--- src/rtl/core/ddwb_pkg.sv ---
`timescale 1ns / 1ps
// Shared types, codes and fixed-point constants of the differential drive wheel balancer.
// Used by ddwb_step and by the top level; depends on nothing else.
package ddwb_pkg;

	localparam int COUNT_BITS = 16;
	localparam int ERROR_BITS = 24;

	localparam int GAIN_W    = 16;
	localparam int BASE_W    = 9;
	localparam int HOLES_W   = 8;
	localparam int CFG_W     = 16;
	localparam int REM_W     = 10;
	localparam int OUT_ERR_W = 24;

	localparam int PROD_W = COUNT_BITS + GAIN_W + 2;
	localparam int SUM_W  = ((PROD_W > ERROR_BITS) ? PROD_W : ERROR_BITS) + 1;
	localparam int LVL_W  = ((ERROR_BITS > 18) ? ERROR_BITS : 18) + 1;
	localparam int SAT_W  = (ERROR_BITS > OUT_ERR_W) ? ERROR_BITS : OUT_ERR_W;

	localparam logic signed [SUM_W-1:0] ERR_MAX = SUM_W'((64'sd1 <<< (ERROR_BITS - 1)) - 64'sd1);
	localparam logic signed [SUM_W-1:0] ERR_MIN = -ERR_MAX - SUM_W'(1);
	localparam logic signed [SAT_W-1:0] OUT_MAX = SAT_W'((64'sd1 <<< (OUT_ERR_W - 1)) - 64'sd1);
	localparam logic signed [SAT_W-1:0] OUT_MIN = -OUT_MAX - SAT_W'(1);

	localparam logic signed [LVL_W-1:0] LVL_LOW  = LVL_W'(100 * 256);
	localparam logic signed [LVL_W-1:0] LVL_HIGH = LVL_W'(255 * 256);

	// Turn target: (4 * holes * degrees + 360) / 720, done as a reciprocal multiply.
	localparam int DEG_W   = 9;
	localparam int HM_W    = HOLES_W + DEG_W;
	localparam int NUM_W   = HM_W + 2;
	localparam int RECIP_W = 20;
	localparam int RECIP_SHIFT = 29;
	localparam logic [RECIP_W-1:0] RECIP_720 = RECIP_W'(((64'd1 << RECIP_SHIFT) + 64'd719) / 64'd720);
	localparam logic [DEG_W-1:0] DEG_LIMIT = DEG_W'(360);

	localparam logic [1:0] DRV_STOP     = 2'b00;
	localparam logic [1:0] DRV_FORWARD  = 2'b01;
	localparam logic [1:0] DRV_STOP_ALT = 2'b10;
	localparam logic [1:0] DRV_BACKWARD = 2'b11;

	typedef enum logic [1:0] {
		OP_LEFT_PULSE  = 2'd0,
		OP_RIGHT_PULSE = 2'd1,
		OP_DRIVE       = 2'd2,
		OP_TURN        = 2'd3
	} opcode_t;

	typedef enum logic [1:0] {
		REG_BASE_SPEED  = 2'd0,
		REG_DRIVE_DIR   = 2'd1,
		REG_HOLES       = 2'd2,
		REG_ERROR_GAIN  = 2'd3
	} reg_index_t;

	typedef enum logic [1:0] {
		WHEEL_STOP     = 2'd0,
		WHEEL_FORWARD  = 2'd1,
		WHEEL_BACKWARD = 2'd2
	} wheel_dir_t;

	typedef struct packed {
		wheel_dir_t dir;
		logic [7:0] pwm;
	} wheel_cmd_t;

	localparam wheel_cmd_t CMD_STOP = '{dir: WHEEL_STOP, pwm: 8'd0};

	typedef struct packed {
		logic [COUNT_BITS-1:0]        left_pulses;
		logic [COUNT_BITS-1:0]        right_pulses;
		logic [COUNT_BITS-1:0]        left_seen;
		logic [COUNT_BITS-1:0]        right_seen;
		logic [31:0]                  last_ms;
		logic signed [ERROR_BITS-1:0] err;
		logic [REM_W-1:0]             left_rem;
		logic [REM_W-1:0]             right_rem;
		wheel_cmd_t                   left_cmd;
		wheel_cmd_t                   right_cmd;
		logic [1:0]                   direction;
	} state_t;

	typedef struct packed {
		opcode_t            opcode;
		logic [31:0]        time_ms;
		logic signed [15:0] turn_degrees;
		logic signed [15:0] turn_speed;
		logic [HM_W-1:0]    holes_deg;
	} item_t;

	typedef struct packed {
		wheel_dir_t                  left_dir;
		logic [7:0]                  left_pwm;
		wheel_dir_t                  right_dir;
		logic [7:0]                  right_pwm;
		logic                        turn_active;
		logic                        item_ignored;
		logic signed [OUT_ERR_W-1:0] balance_error;
	} result_t;

endpackage

--- src/rtl/core/ddwb_step.sv ---
`timescale 1ns / 1ps
// Next-state and result logic for one word: pulse counting, balance integration,
// drive levels and counted turns. Depends on ddwb_pkg.
module ddwb_step import ddwb_pkg::*; (
	input  state_t              st,
	input  item_t               it,
	input  logic [BASE_W-1:0]   base_speed,
	input  logic [GAIN_W-1:0]   error_gain,
	output state_t              st_next,
	output result_t             res
);

	function automatic logic [7:0] drive_level(input logic signed [LVL_W-1:0] q8);
		logic [7:0] lvl;
		if (q8 < LVL_LOW) begin
			lvl = 8'd100;
		end else if (q8 > LVL_HIGH) begin
			lvl = 8'd255;
		end else begin
			lvl = q8[15:8];
		end
		return lvl;
	endfunction

	logic [COUNT_BITS-1:0]        delta_l, delta_r;
	logic signed [COUNT_BITS:0]   diff;
	logic signed [GAIN_W:0]       gain_s;
	logic signed [PROD_W-1:0]     prod;
	logic signed [SUM_W-1:0]      sum;
	logic signed [ERROR_BITS-1:0] err_int, err_use;
	logic                         active, integrate;
	logic signed [LVL_W-1:0]      base_q8, lsum, rsum;
	logic [7:0]                   lvl_l, lvl_r;
	logic signed [16:0]           spd_x;
	logic [16:0]                  spd_mag;
	logic [7:0]                   turn_pwm;
	logic                         spd_neg, left_turn, left_fwd;
	logic [NUM_W-1:0]             num;
	logic [NUM_W+RECIP_W-1:0]     qprod;
	logic [REM_W-1:0]             needed;
	logic signed [SAT_W-1:0]      err_ext;
	logic                         ignored;

	assign delta_l = st.left_pulses - st.left_seen;
	assign delta_r = st.right_pulses - st.right_seen;
	assign diff    = $signed({1'b0, delta_l}) - $signed({1'b0, delta_r});
	assign gain_s  = $signed({1'b0, error_gain});
	assign prod    = diff * gain_s;
	assign sum     = SUM_W'(st.err) + SUM_W'(prod);

	assign err_int = (sum > ERR_MAX) ? ERR_MAX[ERROR_BITS-1:0] :
	                 (sum < ERR_MIN) ? ERR_MIN[ERROR_BITS-1:0] : sum[ERROR_BITS-1:0];

	assign active    = (st.left_rem != '0) || (st.right_rem != '0);
	assign integrate = (it.time_ms != st.last_ms);
	assign err_use   = integrate ? err_int : st.err;

	assign base_q8 = LVL_W'($signed({1'b0, base_speed, 8'd0}));
	assign lsum    = base_q8 - LVL_W'(err_use);
	assign rsum    = base_q8 + LVL_W'(err_use);
	assign lvl_l   = drive_level(lsum);
	assign lvl_r   = drive_level(rsum);

	assign spd_x     = 17'(it.turn_speed);
	assign spd_neg   = it.turn_speed < 0;
	assign spd_mag   = spd_neg ? 17'(-spd_x) : 17'(spd_x);
	assign turn_pwm  = (spd_mag > 17'd255) ? 8'd255 : spd_mag[7:0];
	assign left_turn = it.turn_degrees < 0;
	assign left_fwd  = (spd_neg == left_turn);

	assign num    = {it.holes_deg, 2'b00} + NUM_W'(360);
	assign qprod  = num * RECIP_720;
	assign needed = qprod[RECIP_SHIFT +: REM_W];

	always_comb begin
		st_next = st;
		ignored = 1'b0;
		case (it.opcode)
			OP_LEFT_PULSE: begin
				st_next.left_pulses = st.left_pulses + 1'b1;
				if (st.left_rem != '0) begin
					st_next.left_rem = st.left_rem - 1'b1;
					if (st.left_rem == REM_W'(1)) begin
						st_next.left_cmd = CMD_STOP;
					end
				end
			end
			OP_RIGHT_PULSE: begin
				st_next.right_pulses = st.right_pulses + 1'b1;
				if (st.right_rem != '0) begin
					st_next.right_rem = st.right_rem - 1'b1;
					if (st.right_rem == REM_W'(1)) begin
						st_next.right_cmd = CMD_STOP;
					end
				end
			end
			OP_DRIVE: begin
				if (active) begin
					ignored = 1'b1;
				end else begin
					if (integrate) begin
						st_next.last_ms    = it.time_ms;
						st_next.left_seen  = st.left_pulses;
						st_next.right_seen = st.right_pulses;
						st_next.err        = err_int;
					end
					case (st.direction)
						DRV_FORWARD: begin
							st_next.left_cmd  = '{dir: WHEEL_FORWARD, pwm: lvl_l};
							st_next.right_cmd = '{dir: WHEEL_FORWARD, pwm: lvl_r};
						end
						DRV_BACKWARD: begin
							st_next.left_cmd  = '{dir: WHEEL_BACKWARD, pwm: lvl_l};
							st_next.right_cmd = '{dir: WHEEL_BACKWARD, pwm: lvl_r};
						end
						default: begin
							st_next.left_cmd  = CMD_STOP;
							st_next.right_cmd = CMD_STOP;
						end
					endcase
				end
			end
			OP_TURN: begin
				if (it.turn_speed == 16'sd0) begin
					st_next.direction = DRV_STOP;
					st_next.left_cmd  = CMD_STOP;
					st_next.right_cmd = CMD_STOP;
					st_next.left_rem  = '0;
					st_next.right_rem = '0;
				end else if (it.turn_degrees != 16'sd0) begin
					st_next.direction = DRV_STOP;
					st_next.left_rem  = needed;
					st_next.right_rem = needed;
					if (needed == '0) begin
						st_next.left_cmd  = CMD_STOP;
						st_next.right_cmd = CMD_STOP;
					end else begin
						st_next.left_cmd  = '{dir: left_fwd ? WHEEL_FORWARD : WHEEL_BACKWARD,
						                      pwm: turn_pwm};
						st_next.right_cmd = '{dir: left_fwd ? WHEEL_BACKWARD : WHEEL_FORWARD,
						                      pwm: turn_pwm};
					end
				end
			end
			default: begin
				st_next = st;
			end
		endcase
	end

	assign err_ext = SAT_W'(st_next.err);

	always_comb begin
		res.left_dir     = st_next.left_cmd.dir;
		res.left_pwm     = st_next.left_cmd.pwm;
		res.right_dir    = st_next.right_cmd.dir;
		res.right_pwm    = st_next.right_cmd.pwm;
		res.turn_active  = (st_next.left_rem != '0) || (st_next.right_rem != '0);
		res.item_ignored = ignored;
		if (err_ext > OUT_MAX) begin
			res.balance_error = OUT_MAX[OUT_ERR_W-1:0];
		end else if (err_ext < OUT_MIN) begin
			res.balance_error = OUT_MIN[OUT_ERR_W-1:0];
		end else begin
			res.balance_error = err_ext[OUT_ERR_W-1:0];
		end
	end

endmodule

--- src/rtl/core/differential_drive_wheel_balancer.sv ---
`timescale 1ns / 1ps
// Top level of the differential drive wheel balancer: stream ports, configuration
// registers, controller state and the output register. Depends on ddwb_pkg and ddwb_step.
//
// One word is accepted every clock cycle unless both registers are full and the master
// side stalls. Each word yields exactly one result word, which passes through the input
// register, where the whole update against the controller state is worked out, and then
// the output register. A word's state update is written with its result, so the next word
// sees it at once. The output register holds a result while the master side stalls, and
// the input register keeps taking one more word meanwhile. The user must write
// configuration through the plain write port only while no words are in flight; the block
// does not enforce this. Writing 0 or -2 to drive_direction stops both wheels at once.
module differential_drive_wheel_balancer import ddwb_pkg::*; (
	input  logic              clk,
	input  logic              arst_n,
	input  logic              s_tvalid,
	output logic              s_tready,
	input  logic [63:0]       s_tdata,   // time_ms[31:0], turn_degrees[47:32], turn_speed[63:48]
	input  logic [1:0]        s_tuser,   // opcode[1:0]
	output logic              m_tvalid,
	input  logic              m_tready,
	output logic [47:0]       m_tdata,   // left_dir[1:0], left_pwm[9:2], right_dir[11:10],
	                                     // right_pwm[19:12], turn_active[20], item_ignored[21],
	                                     // balance_error[45:22], zero[47:46]
	input  logic              cfg_wen,
	input  logic [1:0]        cfg_index,
	input  logic [CFG_W-1:0]  cfg_data
);

	logic [BASE_W-1:0]  base_q;
	logic [HOLES_W-1:0] holes_q;
	logic [GAIN_W-1:0]  gain_q;
	state_t             state_q, st_next;
	item_t              item_s1, item_in;
	logic               valid_s1;
	logic               out_valid_q;
	logic [47:0]        out_data_q;
	result_t            res;
	logic               accept, advance;
	logic signed [16:0] deg_x;
	logic [16:0]        deg_mag;
	logic [DEG_W-1:0]   deg_clamp;

	assign advance  = valid_s1 && (!out_valid_q || m_tready);
	assign s_tready = !valid_s1 || advance;
	assign accept   = s_tvalid && s_tready;
	assign m_tvalid = out_valid_q;
	assign m_tdata  = out_data_q;

	assign deg_x     = 17'($signed(s_tdata[47:32]));
	assign deg_mag   = (deg_x < 0) ? 17'(-deg_x) : 17'(deg_x);
	assign deg_clamp = (deg_mag > 17'(DEG_LIMIT)) ? DEG_LIMIT : deg_mag[DEG_W-1:0];

	always_comb begin
		item_in.opcode       = opcode_t'(s_tuser);
		item_in.time_ms      = s_tdata[31:0];
		item_in.turn_degrees = $signed(s_tdata[47:32]);
		item_in.turn_speed   = $signed(s_tdata[63:48]);
		item_in.holes_deg    = HM_W'(holes_q * deg_clamp);
	end

	ddwb_step u_step (
		.st         (state_q),
		.it         (item_s1),
		.base_speed (base_q),
		.error_gain (gain_q),
		.st_next    (st_next),
		.res        (res)
	);

	always_ff @(posedge clk or negedge arst_n) begin
		if (!arst_n) begin
			valid_s1    <= 1'b0;
			out_valid_q <= 1'b0;
		end else begin
			if (accept) begin
				valid_s1 <= 1'b1;
			end else if (advance) begin
				valid_s1 <= 1'b0;
			end
			if (advance) begin
				out_valid_q <= 1'b1;
			end else if (m_tready) begin
				out_valid_q <= 1'b0;
			end
		end
	end

	always_ff @(posedge clk) begin
		if (accept) begin
			item_s1 <= item_in;
		end
		if (advance) begin
			out_data_q <= {2'b00, res.balance_error, res.item_ignored, res.turn_active,
			               res.right_pwm, res.right_dir, res.left_pwm, res.left_dir};
		end
	end

	always_ff @(posedge clk or negedge arst_n) begin
		if (!arst_n) begin
			base_q            <= BASE_W'(150);
			holes_q           <= HOLES_W'(20);
			gain_q            <= GAIN_W'(1306);
			state_q.left_pulses  <= '0;
			state_q.right_pulses <= '0;
			state_q.left_seen    <= '0;
			state_q.right_seen   <= '0;
			state_q.last_ms      <= '0;
			state_q.err          <= '0;
			state_q.left_rem     <= '0;
			state_q.right_rem    <= '0;
			state_q.left_cmd     <= CMD_STOP;
			state_q.right_cmd    <= CMD_STOP;
			state_q.direction    <= DRV_STOP;
		end else if (cfg_wen) begin
			case (reg_index_t'(cfg_index))
				REG_BASE_SPEED: begin
					base_q <= cfg_data[BASE_W-1:0];
				end
				REG_DRIVE_DIR: begin
					state_q.direction <= cfg_data[1:0];
					if (cfg_data[1:0] == DRV_STOP || cfg_data[1:0] == DRV_STOP_ALT) begin
						state_q.left_cmd  <= CMD_STOP;
						state_q.right_cmd <= CMD_STOP;
					end
				end
				REG_HOLES: begin
					holes_q <= cfg_data[HOLES_W-1:0];
				end
				REG_ERROR_GAIN: begin
					gain_q <= cfg_data[GAIN_W-1:0];
				end
				default: begin
					base_q <= base_q;
				end
			endcase
		end else if (advance) begin
			state_q <= st_next;
		end
	end

endmodule
--- config.mk ---
export PLATFORM = sky130hd
export DESIGN_NAME = differential_drive_wheel_balancer
export DESIGN_NICKNAME = d
export VERILOG_FILES = /design/src/rtl/core/ddwb_pkg.sv /design/src/rtl/core/ddwb_step.sv /design/src/rtl/core/differential_drive_wheel_balancer.sv
export SDC_FILE = /design/constraint.sdc
export NUM_CORES = 2
export LEC_CHECK = 0
export BUFFER_PORTS_ARGS = -buffer_cell sky130_fd_sc_hd__buf_4
export CORE_AREA = 2 2 283 285
export DETAILED_ROUTE_END_ITERATION = 16
export DIE_AREA = 0 0 285 287
export GPL_TIMING_DRIVEN = 0
export HOLD_SLACK_MARGIN = 0.02
export PLACE_DENSITY = 0.69
export SLEW_MARGIN = 20
export SYNTH_ARGS = -nofsm -noshare
export SYNTH_HDL_FRONTEND = slang
export SYNTH_SLANG_ARGS = --single-unit
export TNS_END_PERCENT = 20
--- constraint.sdc ---
create_clock -name clk -period 21 [get_ports clk]
set_input_delay 4.2 -clock clk [delete_from_list [all_inputs] [get_ports clk]]
set_output_delay 4.2 -clock clk [all_outputs]
set_load 0.01 [all_outputs]
* Yosys cells after proc, flatten, opt, wreduce, memory -nomap -nowiden
Index checks and enable logic that the tools add are counted.
** Word-level totals
- Input port bits :: 89
- Register bits after elaboration :: 326
- Output and inout port bits :: 50
** Cells by class
- Mux-type cells :: 42
- Reduce and logical (&&, ||, !) cells :: 33
- Bitwise operators :: 2
- Add/subtract/negate cells :: 13
- $mul :: 3
- Magnitude comparators :: 13
- Eq/ne operators :: 15
** Operators with widths (number)
- $mux 24 :: 7
- $mux 42 :: 2
- $mux 22 :: 3
- $mux 10 :: 6
- $mux 20 :: 3
- $pmux 10 s3 :: 2
- $gt 25x17->1 const B :: 2
- $lt 25x16->1 const B :: 2
- $lt 16x1->1 const B :: 3
- $mux 8 :: 5
- $pmux 10 s2 :: 2
- $pmux 20 s2 :: 1
- $reduce_bool 10->1 :: 4
- $mul 19x20->39 const B :: 1
- $add 24x34->35 :: 1
- $gt 35x24->1 const B :: 1
- $lt 35x24->1 const B :: 1
- $mul 17x17->34 :: 1
- $mux 17 :: 2
- $neg 16->17 :: 2
- $add 16x1->16 const B :: 2
- $ne 32x32->1 :: 1
- $sub 16x16->16 :: 2
- $add 18x24->25 :: 1
- 31 further kinds :: 64

* Logic depth before layout (Yosys ltp)
- Depth after elaboration :: 17
- Depth in mapped cells :: 68
- Mapped depth without buffers :: 63

* Cells and area by module
From an unflattened synthesis, not the netlist that was laid out.
** Unflattened totals
- Cell total of the unflattened synthesis :: 4273
- Area, all modules :: 40568.9 sq um
** Modules (own cells, without submodules)
- ddwb_step :: cells each 3355, area an instance 26499.2 sq um, sequential area each 0.0 sq um, instances 1
- differential_drive_wheel_balancer :: cells each 918, area an instance 14069.7 sq um, sequential area each 8817.2 sq um, instances 1

* Worst setup path after synthesis
Ideal clock, no wire load.
- Path kind :: register to register
- Start :: reg state_q[147] in the netlist's numbering
- End :: reg out_data_q[17], in the netlist m_tdata[17], data pin
- Period minus slack after synthesis :: 14.698 ns
- Buffers on the path :: 7
- Data arrival time :: 14.442 ns
- Path slack :: 6.302 ns
- Library setup time :: 0.256 ns
- Stages on the path, launching flop included :: 64
- Cell sequence :: dfrtp_1 -> ha_1 -> nor2b_1 -> o21ai_0 -> a21boi_0 -> o21ai_0 -> a21boi_0 -> o21ai_0 -> a21boi_0 -> o21ai_0 -> a21boi_0 -> o21ai_0 -> a21boi_0 -> o21ai_0 -> nand2_1 -> and4_1 -> or3_1 -> ha_1 -> (+28 left out) -> a22oi_1 -> ha_1 -> inv_1 -> fa_1 -> nor2b_1 -> o21ai_0 -> a21oi_1 -> o21ai_0 -> a21oi_1 -> o21ai_0 -> a21oi_1 -> nand3_1 -> o21ai_0 -> nand2_1 -> o31a_1 -> a311o_1 -> or4_1 -> a22o_1
** RTL lines
- start: declaration :: RTL line differential_drive_wheel_balancer.sv:33 : state_t state_q, st_next;
- start signal: assignment :: RTL line differential_drive_wheel_balancer.sv:138 : state_q <= st_next;
- end signal: assignment :: RTL line differential_drive_wheel_balancer.sv:94 : out_data_q <= {2'b00, res.balance_error, res.item_ignored, res.turn_active,
- end: declaration :: RTL line differential_drive_wheel_balancer.sv:37 : logic [47:0] out_data_q;

==> results.py <==
metrics = {
    "cts": {
        "cts.sinks": 326,
        "cts_buffer_depth": 3,
        "clk_pin_slew_ps": 60,
        "cts_setup_buffers": 0,
        "ctsResizeCount": 0,
        "cts-root-buf": "clkbuf_16",
        "cts_tree": "done",
        "clock_latency_ps": 580,
        "numCtsBuffers": 40,
        "htree_levels": 2,
        "ctsHoldBuffers": 0,
    },
    "floorplanning": {
        "io_pins": 139,
        "die_area_um2": 81800,
        "die_y_um": 287,
        "die_x_um": 285,
        "core_area_um2": 78600,
        "rows": 103,
        "start_util_pct": 49.5,
    },
    "timing": {
        "post-route-min-period_ps": 18010,
        "worstMarginPinSlew_ps": 1170,
        "fmax_mhz": 55.5,
        "finalMaxSlewViolations": 0,
        "min_period_over_period_pct": 85.8,
        "finClkSkew_ps": 21.4,
        "setup_violations": 0,
        "slew_headroom_pct": 21.9,
        "final_hold_viol_count": 0,
        "hold_slack_ps": 508,
        "rsz0062_at_grt": "no",
        "fin_tns_setup_ps": 0,
    },
    "synth": {
        "synth_seq_cells": 326,
        "syn_avg_cell_area_um2": 9.26,
        "yosysSeqAreaShare_pct": 22.6,
        "syn_area_um2": 38900,
        "synth_ff_type": "dfrtp_1",
        "synthArstFlopShare_pct": 60.4,
        "syn-instance-count": 4206,
        "synth_edf_count": 129,
        "synthDistinctLibCells": 99,
        "yosys_warnings": 0,
    },
    "run_status": {
        "status": "finished, final reports clean",
    },
    "route": {
        "dr.pass1.iters": 6,
        "routed_wl_mm": 108,
        "ant_nets": 0,
        "vias_per_cell": 5.58,
        "avgRoutedWirePerCell_um": 19.7,
        "drt_iter0_drc": 2385,
        "vias": 30600,
        "drc": 0,
    },
    "global_routing": {
        "grt_pass1_wl_mm": 173,
        "grt_pass1_vias": 31400,
        "grt_overflow": 0,
        "grt_usage_pct": 26.9,
        "grt_max_degree": 99,
        "antenna_found_initial": 6,
    },
    "place": {
        "hpwl_mm": 87.6,
        "portBuffers": 135,
        "dpl_cell_area_um2": 41400,
        "place_inst": 5397,
        "gp_congestion": 0.958,
    },
    "min_path": {
        "hold_path.class": "flop to flop",
    },
    "cells_and_area": {
        "drive_gt1_share_pct": 7.69,
        "fin_area_um2": 42800,
        "mostFrequentLayoutCells": "inv_1 (744), fa_1 (454), nand2_1 (403)",
        "stdcell_count": 5472,
        "layout_commonest_cell": "inv_1",
        "final_nets": 5282,
        "area_growth_pct": 9.82,
    },
    "setup_path": {
        "endpoint_kind": "flop",
        "worst_path_max_delay_cell": "xnor2_1",
        "slowest_delay_ps": 730,
        "cp.arrival_ps": 18330,
        "startpoint_type": "flop",
        "crit_path_frequent_cell": "o21ai_0",
        "crit_required_ps": 21320,
        "worstPathMaxFanout": 10,
        "criticalPathCategory": "flop to flop",
    },
    "job": {
        "max-cap-violations": 0,
    },
}
==> layout make-up <==
class / instances / area (um^2)
fill: 7246 / 35800
multi-input combinational: 2979 / 26700
sequential: 326 / 8820
inverter: 748 / 2810
tap: 1050 / 1310
clock buffer: 53 / 1150
timing repair buffer: 140 / 1130
buffer: 154 / 604
clock inverter: 20 / 200
antenna: 2 / 5.00
==> cells by family (layout without fill, tap and decap cells) <==
kind of cell	Yosys count	count (layout)	synth area share, %
AO/OA/AOI/OAI	685	685	11.7
XOR/XNOR	183	183	4.12
adder cells (fa/ha/maj)	807	807	34.7
buffers and inverters	902	1115	8.76
flip-flops	326	326	22.6
multiplexers	82	82	2.34
other	1	4	0.00963
AND/OR/NAND/NOR	1220	1220	15.8
==> per-stage QoR <==
step                setup slack, ps  util [%]
global placement               3520      52.5
detailed placement             3450      52.7
floorplan                      6300         -
finish                         2990      54.4
global route                   1770      54.4
CTS                            3330      54.4
==> sequential cells by signal, indices dropped and copies added, names as in the netlist <==
register  count
base_q        9
gain_q       16
holes_q       8
item_s1      83
m_tdata      46
m_tvalid      1
state_q     162
valid_s1      1
==> worst paths after layout <==
kind / slack, ps / cells past startpoint / startpoint / end
max in group asynchronous: 16740 / 2 / arst_n / gain_q[10]$_DFFE_PN1P_
max reg2reg: 2990 / 63 / state_q[147]$_DFFE_PN0P_ / m_tdata[13]$_DFFE_PP_
min in group asynchronous: 3460 / 1 / arst_n / state_q[31]$_DFFE_PN0P_
max: 2990 / 63 / state_q[147]$_DFFE_PN0P_ / m_tdata[13]$_DFFE_PP_
min: 510 / 1 / state_q[13]$_DFFE_PN0P_ / state_q[13]$_DFFE_PN0P_
min reg2reg: 510 / 1 / state_q[13]$_DFFE_PN0P_ / state_q[13]$_DFFE_PN0P_
==> per-layer routing <==
layer | share of wire [%] | up-vias | track usage, %
li1 | - | 14200 | -
met1 | 42 | 15100 | 35.3
met2 | 48 | 1010 | 44.9
met3 | 6.2 | 227 | 3.69
met4 | 4.3 | 4 | 11.0
met5 | 0.021 | - | 0
==> critical path, delay by kind of cell, from the launching register on <==
| kind | cells | cell delay (ps) |
|---|---|---|
| flops | 1 | 460 |
| xor+xnor | 2 | 950 |
| fa+ha+maj | 10 | 4180 |
| simple gates | 14 | 2770 |
| buf+inv | 10 | 2680 |
| compound gates | 27 | 6680 |
==> synth_stat cells (all sizes together), types with 31 or more instances <==
master,count,area [um^2]
inv,745,2800
clkbuf,131,492
nand2,403,1510
edfxtp,129,3870
mux2,72,811
nand4,37,244
and2,163,1020
and3,31,194
fa,454,9090
dfrtp,186,4650
xor2,57,499
nor2,196,736
nor2b,81,507
o21ai,201,1010
a21oi,160,801
ha,350,4380
nand2b,38,238
xnor2,126,1100
a21o,34,257
nor3,44,220
nand3,97,485
Power is not shown: default switching activity piles up to over one toggle a cycle in this logic, so the estimate is an artifact.
